File: config.mk
export PLATFORM = sky130hd
export DESIGN_NAME = tcsb_outq
export DESIGN_NICKNAME = d
export VERILOG_FILES = /design/src/sv/tcsb_pkg.sv /design/src/sv/tcsb_outq.sv
export SDC_FILE = /design/constraint.sdc
export NUM_CORES = 1
export LEC_CHECK = 0
export BUFFER_PORTS_ARGS = -buffer_cell sky130_fd_sc_hd__buf_4
export CAP_MARGIN = 20
export CORE_UTILIZATION = 45
export CTS_BUF_LIST = sky130_fd_sc_hd__clkbuf_8
export CTS_CLUSTER_DIAMETER = 40
export CTS_CLUSTER_SIZE = 24
export DETAILED_ROUTE_END_ITERATION = 8
export HOLD_SLACK_MARGIN = 0.05
export PLACE_DENSITY = 0.74
export SETUP_SLACK_MARGIN = 0.4
export SLEW_MARGIN = 20
export SYNTH_ARGS = -nofsm -noshare
export SYNTH_HDL_FRONTEND = slang
export SYNTH_SLANG_ARGS = --single-unit
File: constraint.sdc
create_clock -name clk -period 4.7 [get_ports clk]
set_input_delay 0.94 -clock clk [delete_from_list [all_inputs] [get_ports clk]]
set_output_delay 0.94 -clock clk [all_outputs]
set_load 0.05 [all_outputs]
File: src/sv/tcsb_pkg.sv
// Shared types and constants of the two-channel spatial binning block.
`default_nettype none

package tcsb_pkg;

    // Width of the per-channel bin sums; sums wrap modulo two to this power.
    localparam int ACC_BITS      = 32;
    // Width of the bin coordinates on the result side.
    localparam int OUT_IDX_BITS  = 10;
    // Configuration port.
    localparam int CFG_DATA_BITS = 11;
    localparam int CFG_ADDR_BITS = 2;
    localparam int FRAME_BITS    = 11;
    localparam int BIN_BITS      = 5;

    localparam logic [CFG_ADDR_BITS-1:0] REG_FRAME_WIDTH  = 2'd0;
    localparam logic [CFG_ADDR_BITS-1:0] REG_FRAME_HEIGHT = 2'd1;
    localparam logic [CFG_ADDR_BITS-1:0] REG_BIN_FACTOR   = 2'd2;

    // Register reset values as the raw register contents.
    localparam int FRAME_RESET = 1024;
    localparam int BIN_RESET   = 1;

    // Result queue.
    localparam int OUTQ_DEPTH    = 4;
    localparam int OUTQ_PTR_BITS = 2;
    localparam int OUTQ_CNT_BITS = 3;

    // Result tdata: x_sum, y_sum, bin_column, bin_row, padded to whole bytes.
    localparam int OUT_TDATA_BITS = 88;
    localparam int OUT_PAD_BITS   = OUT_TDATA_BITS - 2 * ACC_BITS - 2 * OUT_IDX_BITS;

    // Per-pixel control from the position tracker to the accumulator.
    typedef struct packed {
        logic active;      // pixel lies inside a whole bin
        logic first_col;   // first column of its bin
        logic col_end;     // last column of its bin
        logic row_first;   // first row of its bin
        logic row_last;    // last row of its bin
        logic last_frame;  // bin is the last one of the binned frame
    } tcsb_ctl_t;

    // One result item.
    typedef struct packed {
        logic                    last;
        logic [OUT_IDX_BITS-1:0] bin_row;
        logic [OUT_IDX_BITS-1:0] bin_col;
        logic [ACC_BITS-1:0]     y_sum;
        logic [ACC_BITS-1:0]     x_sum;
    } tcsb_res_t;

endpackage

`default_nettype wire

File: src/sv/tcsb_outq.sv
// Small result queue that decouples the output handshake from the pipeline.
`default_nettype none

module tcsb_outq (
    input  wire logic                               clk,
    input  wire logic                               rst_n,
    input  wire logic                               push,
    input  wire tcsb_pkg::tcsb_res_t                din,
    input  wire logic                               pop,
    output tcsb_pkg::tcsb_res_t                     dout,
    output logic                                    valid,
    output logic [tcsb_pkg::OUTQ_CNT_BITS-1:0]      count
);
    import tcsb_pkg::*;

    tcsb_res_t                q_reg [OUTQ_DEPTH];
    logic [OUTQ_PTR_BITS-1:0] wr_ptr_reg, rd_ptr_reg;
    logic [OUTQ_CNT_BITS-1:0] count_reg;

    assign dout  = q_reg[rd_ptr_reg];
    assign valid = (count_reg != '0);
    assign count = count_reg;

    always_ff @(posedge clk or negedge rst_n)
    begin
        if (!rst_n)
        begin
            wr_ptr_reg <= '0;
            rd_ptr_reg <= '0;
            count_reg  <= '0;
        end
        else
        begin
            if (push)
                wr_ptr_reg <= wr_ptr_reg + OUTQ_PTR_BITS'(1);
            if (pop)
                rd_ptr_reg <= rd_ptr_reg + OUTQ_PTR_BITS'(1);
            count_reg <= count_reg + OUTQ_CNT_BITS'(push) - OUTQ_CNT_BITS'(pop);
        end
    end

    always_ff @(posedge clk)
    begin
        if (push)
            q_reg[wr_ptr_reg] <= din;
    end

endmodule

`default_nettype wire

==> summary.txt <==
Layout
  – Nets: 789
  – Final core occ: 55.61%
  – Area Growth Syn to Fin: 21.61%
  – Most frequent cells in the layout: edfxtp_1 (340), buf_4 (185), mux4_2 (85), clkbuf_8 (45), inv_1 (9)
  – Max reg flops: 340
  – Layout cell share with drive strength beyond 1: 48.62%
  – Final Non-Filler Cells: 1105
  – Most common cell after layout, fill and taps aside: edfxtp_1

GRT
  – First-pass GRT wire length: 35.24 mm
  – Tot GR Track Use: 16.38%
  – Pin count of the biggest net entering global routing: 72
  – Initial antenna violation count: 1
  – Remaining Overflow, GRT: 0
  – Vias in the first global route: 6333

CTS
  – Reg clk slew, reported paths: 70 ps
  – Cts hold-fix bufs: 0
  – CTS Sinks: 347
  – Root buffer cell: clkbuf_8
  – Cts bufs inserted: 43
  – H-tree levels: 2
  – Post-CTS Setup Bufs: 0
  – CTS tree: done
  – Max clock buf depth: 3
  – Clk Latency, worst-skew pair: 540 ps
  – Post-CTS resize count: 0

STA
  – RSZ-0062 raised after global routing: false
  – Setup violators final: 0
  – Fin. Hold Viols: 0
  – Setup TNS: 0 ps
  – Worst setup margin: 1159 ps
  – Part of the cycle the worst path needs: 75.35%
  – Slew HR: 48.52%
  – Slew Limit Fails: 0
  – Min Tclk post-route: 3541 ps
  – Worst Tran Pin Value: 772.2 ps
  – Clk_skew: 23.34 ps
  – Max Clk Rate: 282.4 MHz

Critical path
  – Critical-path maximum fanout: 29
  – R2r setup slk: 2820 ps
  – CP arrival: 2600 ps
  – Critical path endpoint category: primary output
  – CP Class: reg -> out
  – Setup crit start kind: register
  – Required @ worst endpoint: 3760 ps

Die
  – Die height: 169.8 um
  – Core area: 27710 sq um
  – Die Width: 169.8 um
  – Row count: 61
  – Die area: 28830 sq um
  – Starting Density: 45.73%
  – Top Ports: 178

Pwr
  – P_leak: 5.269 nW
  – Max IR drop VDD: 416.7 uV
  – PwrDens: 709.7 nW/um^2

Placement
  – Inst Count DP: 1022
  – Pre-CTS WS: 1665 ps
  – GP Congestion: 0.7099
  – IO Port Bufs: 177
  – Dpl hpwl: 13.55 mm

Route
  – Wirelength per Cell: 20.74 um
  – Drt drc: 0
  – Routed Antenna Nets: 0
  – Final WL: 22.92 mm
  – DR pass1 iterations: 4
  – Vias: 5676
  – DR iter-0 viols: 404
  – Vias per cell: 5.137

Synth
  – Synth Register Bits: 347
  – Syn. warnings: 0
  – Avg Inst Size Synth: 26.51 sq um
  – Post-synthesis sequential area ratio: 81.97%
  – Post-Syn Instances: 478
  – Yosys cell types: 18
  – Netlist Area Pre-Place: 12670 sq um
  – Mapped Nets: 574

Outcome
  – Outcome: finished clean

Hold path
  – Hold Crit Class: in -> async

Run
  – Max-cap violations: 0
-- through the flow --
stage | hold slack, ps | total power (W) | instance area (sq um)
3_3_place_gp | 508.9 | 0.008764 | 14400
3_5_place_dp | 545.7 | 0.008856 | 14400
4_1_cts | 154.7 | 0.01105 | 15300
5_1_grt | 156.0 | 0.01141 | 15400
6_report | 202.1 | 0.01094 | 15410
2_1_floorplan | 493.6 | 0.007647 | 12670
-- layer usage --
| metal | vias up | global-route usage (%) | part of all wire, % |
|---|---|---|---|
| met5 | - | 0 | 0 |
| met4 | 0 | 4.465 | 1.6 |
| met3 | 34 | 4.781 | 7.5 |
| met2 | 211 | 27.64 | 51 |
| met1 | 2944 | 20.71 | 40 |
| li1 | 2487 | - | - |
-- synth_stat cells --
cell	count	share of area (%)
inv_1	6	0.18
buf_2	9	0.36
dfrtp_1	7	1.4
o21ai_0	1	0.039
xnor2_1	3	0.21
buf_12	3	0.47
xor2_1	2	0.14
and2_1	4	0.20
or3_1	1	0.049
edfxtp_1	340	81
buf_6	1	0.089
buf_8	1	0.12
fa_1	1	0.16
mux4_2	85	15
ha_1	6	0.59
clkbuf_1	3	0.089
buf_4	3	0.18
nand2_1	2	0.059
-- final cells by class --
type / count / area [sq um]
clock buffer: 45 / 619.3
antenna: 1 / 2.502
inverter: 6 / 22.52
timing repair buffer: 190 / 1511
tap: 378 / 473.0
fill: 2075 / 12300
multi-input combinational: 105 / 2107
clock inverter: 33 / 279.0
sequential: 347 / 10390
-- cells by family (layout without fill, tap and decap cells) --
group           count (synthesis)  in the layout  synth area share (%)
flops                         347            347                 81.97
fa+ha+maj                       7              7                0.7505
simple gates                    7              7                0.3062
mux                            85             85                 15.11
compound gates                  1              1               0.03946
xor+xnor                        5              5                0.3457
buf+inv                        26            274                 1.481
other cells                     0              1                     0
-- power breakdown --
group | leakage [nW] | total [W] | switching [W] | internal, W
clock | 0.459 | 0.00218 | 0.00112 | 0.00106
combinational | 1.61 | 0.00441 | 0.00284 | 0.00157
sequential | 3.20 | 0.00435 | 0.000305 | 0.00404
total | 5.27 | 0.0109 | 0.00427 | 0.00667
-- worst paths after layout --
check / startpoint / end / cells past startpoint
setup / recovery: rd_ptr_reg[0] / dout[28] / 3
hold / removal: rst_n / count[0] / 1
hold reg to reg: wr_ptr_reg[0] / wr_ptr_reg[0] / 1
min in group clk: wr_ptr_reg[0] / wr_ptr_reg[0] / 1
setup reg to reg: wr_ptr_reg[0] / q_reg[2][61] / 4
max in group asynchronous: rst_n / rd_ptr_reg[1] / 1
-- worst max-delay path, cell delays in order, from the launching register on --
cell     delay [ps]
dfrtp_4         830
buf_4           440
mux4_2          570
buf_4           210
Power figures use the tool's default switching activity.
