## config.mk

```make
export PLATFORM = sky130hd
export DESIGN_NAME = tcsb_pos
export DESIGN_NICKNAME = d
export VERILOG_FILES = /design/src/sv/tcsb_pkg.sv /design/src/sv/tcsb_pos.sv
export SDC_FILE = /design/constraint.sdc
export NUM_CORES = 1
export LEC_CHECK = 0
export BUFFER_PORTS_ARGS = -buffer_cell sky130_fd_sc_hd__buf_2
export CELL_PAD_IN_SITES_DETAIL_PLACEMENT = 0
export CELL_PAD_IN_SITES_GLOBAL_PLACEMENT = 2
export CORE_AREA = 2 2 163 165
export DETAILED_ROUTE_END_ITERATION = 16
export DIE_AREA = 0 0 165 167
export PLACE_DENSITY = 0.89
export SETUP_SLACK_MARGIN = 0.1
export SLEW_MARGIN = 20
export SYNTH_ARGS = -nofsm -noshare
export SYNTH_HDL_FRONTEND = slang
export SYNTH_SLANG_ARGS = --single-unit
```

## constraint.sdc

```tcl
create_clock -name clk -period 6.95 [get_ports clk]
set_input_delay 0.3475 -clock clk [delete_from_list [all_inputs] [get_ports clk]]
set_output_delay 0.3475 -clock clk [all_outputs]
set_load 0.005 [all_outputs]
```

## src/sv/tcsb_pkg.sv

```systemverilog
// Shared types and constants of the two-channel spatial binning block.
`default_nettype none

package tcsb_pkg;

    // Width of the per-channel bin sums; sums wrap modulo two to this power.
    localparam int ACC_BITS      = 32;
    // Width of the bin coordinates on the result side.
    localparam int OUT_IDX_BITS  = 10;
    // Configuration port.
    localparam int CFG_DATA_BITS = 11;
    localparam int CFG_ADDR_BITS = 2;
    localparam int FRAME_BITS    = 11;
    localparam int BIN_BITS      = 5;

    localparam logic [CFG_ADDR_BITS-1:0] REG_FRAME_WIDTH  = 2'd0;
    localparam logic [CFG_ADDR_BITS-1:0] REG_FRAME_HEIGHT = 2'd1;
    localparam logic [CFG_ADDR_BITS-1:0] REG_BIN_FACTOR   = 2'd2;

    // Register reset values as the raw register contents.
    localparam int FRAME_RESET = 1024;
    localparam int BIN_RESET   = 1;

    // Result queue.
    localparam int OUTQ_DEPTH    = 4;
    localparam int OUTQ_PTR_BITS = 2;
    localparam int OUTQ_CNT_BITS = 3;

    // Result tdata: x_sum, y_sum, bin_column, bin_row, padded to whole bytes.
    localparam int OUT_TDATA_BITS = 88;
    localparam int OUT_PAD_BITS   = OUT_TDATA_BITS - 2 * ACC_BITS - 2 * OUT_IDX_BITS;

    // Per-pixel control from the position tracker to the accumulator.
    typedef struct packed {
        logic active;      // pixel lies inside a whole bin
        logic first_col;   // first column of its bin
        logic col_end;     // last column of its bin
        logic row_first;   // first row of its bin
        logic row_last;    // last row of its bin
        logic last_frame;  // bin is the last one of the binned frame
    } tcsb_ctl_t;

    // One result item.
    typedef struct packed {
        logic                    last;
        logic [OUT_IDX_BITS-1:0] bin_row;
        logic [OUT_IDX_BITS-1:0] bin_col;
        logic [ACC_BITS-1:0]     y_sum;
        logic [ACC_BITS-1:0]     x_sum;
    } tcsb_res_t;

endpackage

`default_nettype wire

```

## src/sv/tcsb_pos.sv

```systemverilog
// Configuration registers, raster position counters and their realignment divider.
`default_nettype none

module tcsb_pos #(
    parameter int MAX_WIDTH = 1024,
    parameter int MAX_BIN   = 16
) (
    input  wire logic                               clk,
    input  wire logic                               rst_n,
    input  wire logic                               cfg_we,
    input  wire logic [tcsb_pkg::CFG_ADDR_BITS-1:0] cfg_addr,
    input  wire logic [tcsb_pkg::CFG_DATA_BITS-1:0] cfg_wdata,
    input  wire logic                               adv,
    input  wire logic                               sof,
    output tcsb_pkg::tcsb_ctl_t                     ctl,
    output logic [$clog2(MAX_WIDTH)-1:0]            bin_col,
    output logic [$clog2(MAX_WIDTH)-1:0]            bin_row,
    output logic                                    ready
);
    import tcsb_pkg::*;

    localparam int PBITS   = $clog2(MAX_WIDTH);
    localparam int WBITS   = $clog2(MAX_WIDTH + 1);
    localparam int EBITS   = WBITS + 1;
    localparam int NBITS   = $clog2(MAX_BIN + 1);
    localparam int RBITS   = $clog2(MAX_BIN);
    localparam int CBITS   = $clog2(PBITS + 1);
    localparam int W_RESET = (MAX_WIDTH < FRAME_RESET) ? MAX_WIDTH : FRAME_RESET;
    localparam int N_RESET = (MAX_BIN < BIN_RESET) ? MAX_BIN : BIN_RESET;

    function automatic logic [WBITS-1:0] clamp_dim(input logic [FRAME_BITS-1:0] v);
        logic [WBITS-1:0] r;
        if (v == '0)
            r = WBITS'(1);
        else if (int'(v) > MAX_WIDTH)
            r = WBITS'(MAX_WIDTH);
        else
            r = WBITS'(v);
        return r;
    endfunction

    function automatic logic [NBITS-1:0] clamp_bin(input logic [BIN_BITS-1:0] v);
        logic [NBITS-1:0] r;
        if (v == '0)
            r = NBITS'(1);
        else if (int'(v) > MAX_BIN)
            r = NBITS'(MAX_BIN);
        else
            r = NBITS'(v);
        return r;
    endfunction

    logic [WBITS-1:0] w_reg, h_reg;
    logic [NBITS-1:0] n_reg;
    logic [PBITS-1:0] pcol_reg, prow_reg, bcol_reg, brow_reg;
    logic [RBITS-1:0] wbc_reg, wbr_reg;
    logic             busy_reg;
    logic [CBITS-1:0] cnt_reg;
    logic [PBITS-1:0] dcol_reg, drow_reg;
    logic [NBITS-1:0] rcol_reg, rrow_reg;

    logic [PBITS-1:0] cur_pcol, cur_prow, cur_bcol, cur_brow, scol, srow;
    logic [RBITS-1:0] cur_wbc, cur_wbr;
    logic [NBITS-1:0] n_m1;
    logic [EBITS-1:0] n_e, w_e, h_e, scol_e, srow_e;
    logic             col_end, row_end, in_col, in_row, last_col, last_row;
    logic             col_wrap, row_wrap;

    logic [NBITS:0]   rc_sh, rr_sh;
    logic             c_ge, r_ge;
    logic [NBITS-1:0] rc_new, rr_new;
    logic [PBITS-1:0] dcol_next, drow_next;

    // Start of frame forces the position to the frame origin before use.
    assign cur_pcol = sof ? '0 : pcol_reg;
    assign cur_prow = sof ? '0 : prow_reg;
    assign cur_bcol = sof ? '0 : bcol_reg;
    assign cur_brow = sof ? '0 : brow_reg;
    assign cur_wbc  = sof ? '0 : wbc_reg;
    assign cur_wbr  = sof ? '0 : wbr_reg;

    assign n_m1    = n_reg - NBITS'(1);
    assign col_end = (NBITS'(cur_wbc) == n_m1);
    assign row_end = (NBITS'(cur_wbr) == n_m1);

    // A bin is whole when its first pixel plus N stays within the frame;
    // it is the last whole bin when a further bin would not fit.
    assign scol   = cur_pcol - PBITS'(cur_wbc);
    assign srow   = cur_prow - PBITS'(cur_wbr);
    assign n_e    = EBITS'(n_reg);
    assign w_e    = EBITS'(w_reg);
    assign h_e    = EBITS'(h_reg);
    assign scol_e = EBITS'(scol);
    assign srow_e = EBITS'(srow);
    assign in_col   = (scol_e + n_e) <= w_e;
    assign in_row   = (srow_e + n_e) <= h_e;
    assign last_col = (scol_e + n_e + n_e) > w_e;
    assign last_row = (srow_e + n_e + n_e) > h_e;

    assign ctl.active     = in_col && in_row;
    assign ctl.first_col  = (cur_wbc == '0);
    assign ctl.col_end    = col_end;
    assign ctl.row_first  = (cur_wbr == '0);
    assign ctl.row_last   = row_end;
    assign ctl.last_frame = last_col && last_row;
    assign bin_col = cur_bcol;
    assign bin_row = cur_brow;
    assign ready   = !busy_reg;

    assign col_wrap = (EBITS'(cur_pcol) + EBITS'(1)) >= w_e;
    assign row_wrap = (EBITS'(cur_prow) + EBITS'(1)) >= h_e;

    // One restoring division step per cycle on column and row together.
    assign rc_sh     = {rcol_reg, dcol_reg[PBITS-1]};
    assign rr_sh     = {rrow_reg, drow_reg[PBITS-1]};
    assign c_ge      = rc_sh >= {1'b0, n_reg};
    assign r_ge      = rr_sh >= {1'b0, n_reg};
    assign rc_new    = c_ge ? NBITS'(rc_sh - {1'b0, n_reg}) : NBITS'(rc_sh);
    assign rr_new    = r_ge ? NBITS'(rr_sh - {1'b0, n_reg}) : NBITS'(rr_sh);
    assign dcol_next = {dcol_reg[PBITS-2:0], c_ge};
    assign drow_next = {drow_reg[PBITS-2:0], r_ge};

    always_ff @(posedge clk or negedge rst_n)
    begin
        if (!rst_n)
        begin
            w_reg    <= WBITS'(W_RESET);
            h_reg    <= WBITS'(W_RESET);
            n_reg    <= NBITS'(N_RESET);
            pcol_reg <= '0;
            prow_reg <= '0;
            bcol_reg <= '0;
            brow_reg <= '0;
            wbc_reg  <= '0;
            wbr_reg  <= '0;
            busy_reg <= 1'b0;
            cnt_reg  <= '0;
            dcol_reg <= '0;
            drow_reg <= '0;
            rcol_reg <= '0;
            rrow_reg <= '0;
        end
        else if (cfg_we)
        begin
            unique case (cfg_addr)
                REG_FRAME_WIDTH:  w_reg <= clamp_dim(cfg_wdata[FRAME_BITS-1:0]);
                REG_FRAME_HEIGHT: h_reg <= clamp_dim(cfg_wdata[FRAME_BITS-1:0]);
                REG_BIN_FACTOR:   n_reg <= clamp_bin(cfg_wdata[BIN_BITS-1:0]);
                default:          ;
            endcase
            busy_reg <= 1'b1;
            cnt_reg  <= CBITS'(PBITS);
            dcol_reg <= pcol_reg;
            drow_reg <= prow_reg;
            rcol_reg <= '0;
            rrow_reg <= '0;
        end
        else if (busy_reg)
        begin
            dcol_reg <= dcol_next;
            drow_reg <= drow_next;
            rcol_reg <= rc_new;
            rrow_reg <= rr_new;
            cnt_reg  <= cnt_reg - CBITS'(1);
            if (cnt_reg == CBITS'(1))
            begin
                busy_reg <= 1'b0;
                wbc_reg  <= RBITS'(rc_new);
                wbr_reg  <= RBITS'(rr_new);
                bcol_reg <= dcol_next;
                brow_reg <= drow_next;
            end
        end
        else if (adv)
        begin
            if (col_wrap)
            begin
                pcol_reg <= '0;
                wbc_reg  <= '0;
                bcol_reg <= '0;
                if (row_wrap)
                begin
                    prow_reg <= '0;
                    wbr_reg  <= '0;
                    brow_reg <= '0;
                end
                else
                begin
                    prow_reg <= cur_prow + PBITS'(1);
                    wbr_reg  <= row_end ? '0 : cur_wbr + RBITS'(1);
                    brow_reg <= cur_brow + PBITS'(row_end);
                end
            end
            else
            begin
                pcol_reg <= cur_pcol + PBITS'(1);
                wbc_reg  <= col_end ? '0 : cur_wbc + RBITS'(1);
                bcol_reg <= cur_bcol + PBITS'(col_end);
                prow_reg <= cur_prow;
                wbr_reg  <= cur_wbr;
                brow_reg <= cur_brow;
            end
        end
    end

endmodule

`default_nettype wire

```

==> impl_metrics.py, run 1 <==
metrics = {
    "detailed_routing": {
        "first_iter_violations": 480,
        "vias_per_cell": 5.501,
        "drt_first_pass_iters": 5,
        "wirelength_mm": 26.95,
        "num_vias": 8526,
        "drt-wirelength-per-cell_um": 17.38,
        "drc": 0,
        "ant_nets": 0,
    },
    "sta": {
        "setup_viol": 0,
        "maxSlewViolCount": 0,
        "max_freq_ghz": 0.1697,
        "whs_ns": 0.09519,
        "fin_skew_ns": 0.01449,
        "fin_setup_tns_ns": 0,
        "slew_headroom": 0.2698,
        "worst-slew-pin-transition_ns": 1.087,
        "post-route-min-period_ns": 5.893,
        "hold_violations": 0,
        "grt_setup_unrepaired": "false",
        "finalCritPeriodShare": 0.8479,
    },
    "worst_setup_path": {
        "worstPathRequired_ns": 6.60,
        "worstSetupEndpointType": "output port",
        "arrival_ns": 5.55,
        "critical_path_class": "in2out",
        "cp-start-kind": "primary input",
        "path_max_fanout": 17,
    },
    "cells_and_area": {
        "multi_input_area_sq_um": 6653,
        "nets": 1350,
        "diodes": 0,
        "area_growth_syn_to_layout_pct": 7.838,
        "seq_area_sq_um": 2758,
        "fillers": 2635,
        "drive_gt1_frac": 0.07490,
    },
    "pwr": {
        "swShare": 0.4493,
        "ir_worst_vdd_mv": 0.1555,
        "seq_power_share": 0.242,
        "combPwrFrac": 0.618,
        "switchingPower_mw": 1.697,
        "p_per_area_nw_per_um2": 353.3,
        "intPower_mw": 2.080,
        "leakage_nw": 4.939,
        "clkPwrFrac": 0.140,
    },
    "status": {
        "status": "finished, final reports clean",
    },
    "clocking": {
        "cts_max_level": 3,
        "cts_tree": "built",
        "numCtsBuffers": 9,
        "cts_setup_buffers": 0,
        "clkTransAtPathRegs_ns": 0.07,
        "clock-root-buffer": "clkbuf_16",
        "holdBufCountCts": 0,
        "clock_path_buffers": 2,
        "numClockSinks": 110,
        "cts_resized": 0,
        "insertion_delay_ns": 0.37,
    },
    "placement": {
        "io_buffers": 44,
        "hpwl_mm": 20.54,
        "gp_congestion": 0.8205,
    },
    "yosys": {
        "ys_seq_area_frac": 0.2781,
        "synth_commonest_cells": "nand2_1, ha_1, dfrtp_1",
        "yosysWarnings": 0,
        "syn_area_sq_um": 9913,
        "syn_inst": 1204,
        "synth_top_area_share": 0.2701,
        "synth-seq-cells": 110,
        "synth.avg_cell_area_sq_um": 8.234,
        "synthTopCellsByArea": "dfrtp_1, ha_1, nand2_1, o21ai_0, xnor2_1",
        "synth_ff_type": "dfrtp_1",
        "yosysTopAreaCell": "dfrtp_1",
        "async_flop_share": 1.000,
        "yosysMostFrequentCell": "nand2_1",
        "synth_cell_type_count": 74,
        "synth_edf_count": 0,
        "syn_nets": 1344,
    },
    "global_route": {
        "overflow": 0,
        "grt_pass1_wl_mm": 44.88,
        "track_usage": 0.2044,
        "grt_pass1_vias": 8371,
        "grt_max_degree": 66,
        "antenna_found_initial": 0,
    },
    "die": {
        "die_w_um": 165,
        "fp.dieArea_sq_um": 27560,
        "rows": 59,
        "io-pin-count": 45,
        "die_height_um": 167,
        "core_area_sq_um": 25760,
        "initial_utilization": 0.3848,
    },
    "flow_run": {
        "drv_cap": 0,
    },
    "worst_hold_path": {
        "min_path_type": "in2async",
    },
}
==> placed cells by master (no fill, tap or decap), types with 7 or more instances in the layout <==
master and instances:
buf_2 43, o21a_1 19, a31oi_1 11, and3_1 14, o21ai_0 98, nand4_1 16
ha_1 115, nand2b_1 30, a211oi_1 8, a21oi_1 64, clkbuf_16 9, o211ai_1 11
fa_1 7, nand2_1 134, a21o_1 25, inv_1 74, nor2b_1 45, nor2_1 88
buf_4 10, dfrtp_1 106, o31ai_1 7, o22ai_1 7, xnor2_1 49, nand3_1 33
xor2_1 28, mux2i_1 22, nor3_1 18, a22o_1 8
==> critical path, cell delays in order <==
cell	delay (ns)
buf_2	0.21
inv_1	0.30
buf_4	0.25
nand2_1	0.12
inv_1	0.14
ha_1	0.20
inv_1	0.06
ha_1	0.21
nor3_1	0.19
a21oi_1	0.06
o21a_1	0.18
ha_1	0.31
nor2b_1	0.14
o21ai_0	0.17
nand2b_1	0.13
xor2_1	0.18
ha_1	0.33
a21oi_1	0.14
nor4_4	0.33
o21ai_1	0.13
xnor2_1	0.15
ha_1	0.33
o21a_1	0.12
o22ai_1	0.07
a41oi_1	0.19
o31ai_1	0.12
a211oi_1	0.27
buf_2	0.16
==> kinds of logic after synthesis <==
kind of cell / count (synthesis) / synth area share
simple gates: 407 / 0.1990
mux: 27 / 0.02789
xor+xnor: 78 / 0.06967
fa+ha+maj: 123 / 0.1603
flops: 110 / 0.2781
compound gates: 327 / 0.2134
buf+inv: 132 / 0.05162
==> per-stage QoR <==
stage	power, mW	setup WS (ns)	std cells	area (sq um)	utilization
detailed placement	3.265	1.104	1534	10400	0.4036
global placement	3.246	1.259	1534	10400	0.4036
finish	3.777	1.057	1550	10690	0.4149
floorplan	2.701	1.038	1204	9913	-
CTS	3.812	1.055	1550	10690	0.4149
global route	4.180	0.5676	1550	10690	0.4149
==> final cells by class <==
| cell class | instances | area share |
|---|---|---|
| repair buffers | 53 | 0.02715 |
| well taps | 335 | 0.03921 |
| multi-input cells | 962 | 0.6223 |
| clock inverters | 6 | 0.005969 |
| inverters | 74 | 0.02598 |
| clock buffers | 10 | 0.02142 |
| flip-flops and latches | 110 | 0.2580 |
==> power by group through the flow <==
stage,registers (mW),logic (mW),clock network [mW]
floorplan,0.867,1.83,0
global placement,0.922,2.32,0
detailed placement,0.924,2.34,0
CTS,0.913,2.36,0.541
global route,0.935,2.68,0.565
finish,0.914,2.33,0.527
==> worst paths after layout <==
kind                         startpoint     endpoint  slack, ns  cells after the start
setup reg to reg            pcol_reg[0]  brow_reg[9]       2.42                     16
hold reg to reg                w_reg[6]     w_reg[6]       0.48                      2
setup / recovery                    sof       ctl[0]       1.06                     28
min in group clk           cfg_wdata[4]     n_reg[0]       0.22                      2
max in group asynchronous         rst_n  prow_reg[3]       5.68                      2
hold / removal                    rst_n     h_reg[7]        0.1                      1
==> per-layer routing <==
layer,vias to the layer above,wire length [um],global-route usage,share of wire
met1,4111,12650,0.2819,0.47
met3,19,771,0.01993,0.029
met5,-,0,0,0
met4,0,301,0.04991,0.011
met2,109,13220,0.3428,0.49
li1,4287,-,-,-
(Power assumes the default switching activity.)
==> inputs of run 2 (changes only) <==
==> constraint.sdc (replaced) <==
create_clock -name clk -period 6.15 [get_ports clk]
set_input_delay 0.3075 -clock clk [delete_from_list [all_inputs] [get_ports clk]]
set_output_delay 0.3075 -clock clk [all_outputs]
set_load 0.005 [all_outputs]
==> run 2 against run 1 <==
  * Utilization grew 0.27 points
  * Critical path depth shrank 4
  * Combinational power grew 14%
  * Clock skew is essentially flat
  * Non-clock buffer count grew 7
==> impl_metrics.py, run 2 (synthesis results as in run 1) <==
metrics = {
    "status": {
        "status": "finished, final reports clean",
    },
    "clocking": {
        "numClockSinks": 110,
        "insertion_delay_ns": 0.37,
        "clock-root-buffer": "clkbuf_16",
        "numCtsBuffers": 9,
        "cts_max_level": 3,
        "cts_tree": "built",
        "clkTransAtPathRegs_ns": 0.08,
        "clock_path_buffers": 2,
        "cts_setup_buffers": 0,
    },
    "pwr": {
        "p_per_area_nw_per_um2": 399.1,
        "ir_worst_vdd_mv": 0.1789,
        "leakage_nw": 4.982,
    },
    "flow_run": {
        "drv_cap": 0,
    },
    "global_route": {
        "grt_pass1_vias": 8543,
        "grt_pass1_wl_mm": 44.44,
        "track_usage": 0.2021,
        "grt_max_degree": 70,
        "overflow": 0,
        "antenna_found_initial": 0,
    },
    "detailed_routing": {
        "drt-wirelength-per-cell_um": 17.23,
        "first_iter_violations": 560,
        "drt_first_pass_iters": 4,
        "drc": 0,
        "wirelength_mm": 26.83,
        "num_vias": 8570,
        "ant_nets": 0,
        "vias_per_cell": 5.504,
    },
    "sta": {
        "slew_headroom": 0.3192,
        "layout_setup_ws_ns": 0.4652,
        "hold_violations": 0,
        "maxSlewViolCount": 0,
        "worst-slew-pin-transition_ns": 1.013,
        "setup_viol": 0,
        "max_freq_ghz": 0.1759,
        "finalCritPeriodShare": 0.9244,
        "fin_setup_tns_ns": 0,
        "post-route-min-period_ns": 5.685,
        "fin_skew_ns": 0.01423,
        "grt_setup_unrepaired": "false",
    },
    "worst_setup_path": {
        "arrival_ns": 5.38,
        "worstPathRequired_ns": 5.84,
        "worstSetupEndpointType": "output port",
        "cp-start-kind": "flop",
        "critical_path_class": "reg2out",
        "path_max_fanout": 5,
    },
    "die": {
        "core_area_sq_um": 25760,
        "initial_utilization": 0.3848,
        "io-pin-count": 45,
        "fp.dieArea_sq_um": 27560,
        "die_w_um": 165,
        "rows": 59,
        "die_height_um": 167,
    },
    "placement": {
        "io_buffers": 44,
        "dpl.cell_count": 1540,
        "placed_area_sq_um": 10440,
        "pre_cts_ws_ns": 0.5430,
        "hpwl_mm": 20.40,
        "gp_congestion": 0.8789,
    },
    "cells_and_area": {
        "area_growth_syn_to_layout_pct": 8.532,
        "diodes": 0,
        "drive_gt1_frac": 0.08265,
        "final_common_cell": "nand2_1",
        "nets": 1357,
        "stdcell_count": 1557,
        "layout_common_cells": "nand2_1, ha_1, dfrtp_1",
        "final_cell_area_sq_um": 10760,
        "finalCoreUtilization": 0.4176,
    },
    "worst_hold_path": {
        "min_path_type": "in2reg",
    },
}
-- run 2: cell types whose count changed in the layout (fill, tap and decap cells not counted), sizes merged --
cell	delta
buf	+6
clkbuf	-1
clkinv	+1
clkinvlp	-1
dlygate4sd3	+1
inv	+1
-- run 2: worst max-delay path, stage by stage (launching register included) --
cell,delay [ns]
dfrtp_1,0.42
nor2b_1,0.34
inv_1,0.08
ha_1,0.20
inv_1,0.07
fa_1,0.43
inv_1,0.10
fa_1,0.44
inv_1,0.11
ha_1,0.23
a21o_1,0.18
a21oi_1,0.22
nor2b_1,0.07
o21ai_0,0.20
nor2b_2,0.24
nor3b_1,0.07
o211ai_1,0.22
xnor2_1,0.11
ha_1,0.31
o21a_1,0.15
o22ai_1,0.08
a41oi_1,0.18
o31ai_1,0.12
a211oi_1,0.27
buf_2,0.17
-- run 2: path summary, 6_finish.rpt --
path                                   start     endpoint  slack [ns]  cells past startpoint
worst min-delay path            cfg_wdata[4]     n_reg[0]        0.18                      2
worst min register to register      h_reg[6]     h_reg[6]        0.49                      2
max in group asynchronous              rst_n   wbc_reg[1]        4.27                      3
worst max-delay path             pcol_reg[0]       ctl[0]        0.47                     24
min in group asynchronous              rst_n  brow_reg[5]        0.49                      2
worst max register to register   prow_reg[1]  brow_reg[7]        1.79                     16
-- run 2: stage by stage --
step,hold slack (ns),total power [mW]
3_3_place_gp,0.3559,3.670
4_1_cts,0.1677,4.316
6_report,0.1783,4.294
2_1_floorplan,0.01191,3.052
5_1_grt,0.1927,4.740
3_5_place_dp,0.3604,3.690
-- run 2: layer usage --
| metal | up-vias | GRT usage | share of wire |
|---|---|---|---|
| li1 | 4297 | - | - |
| met1 | 4128 | 0.2733 | 0.47 |
| met2 | 121 | 0.3458 | 0.49 |
| met3 | 24 | 0.02017 | 0.026 |
| met4 | 0 | 0.04764 | 0.014 |
| met5 | - | 0 | 0 |
-- run 2: power breakdown --
part	total [mW]	switching [mW]	internal [mW]
registers	1.03	0.163	0.870
logic	2.66	1.45	1.20
clock network	0.604	0.314	0.289
-- run 2: repair_timing --
action	4_1_cts	5_1_grt
setup endpoints to repair	0	1
resized for setup	0	3
hold buffers	1	0
endpoints found under the hold margin	38	0
-- run 2: cell type report --
class                      instances  area (sq um)
clock buffer                       9         225.2
clock inverter                     7         75.07
fill                            2581         15000
inverter                          74         277.8
multi-input combinational        962          6658
sequential                       110          2759
tap                              335         419.2
timing repair buffer              60         345.3
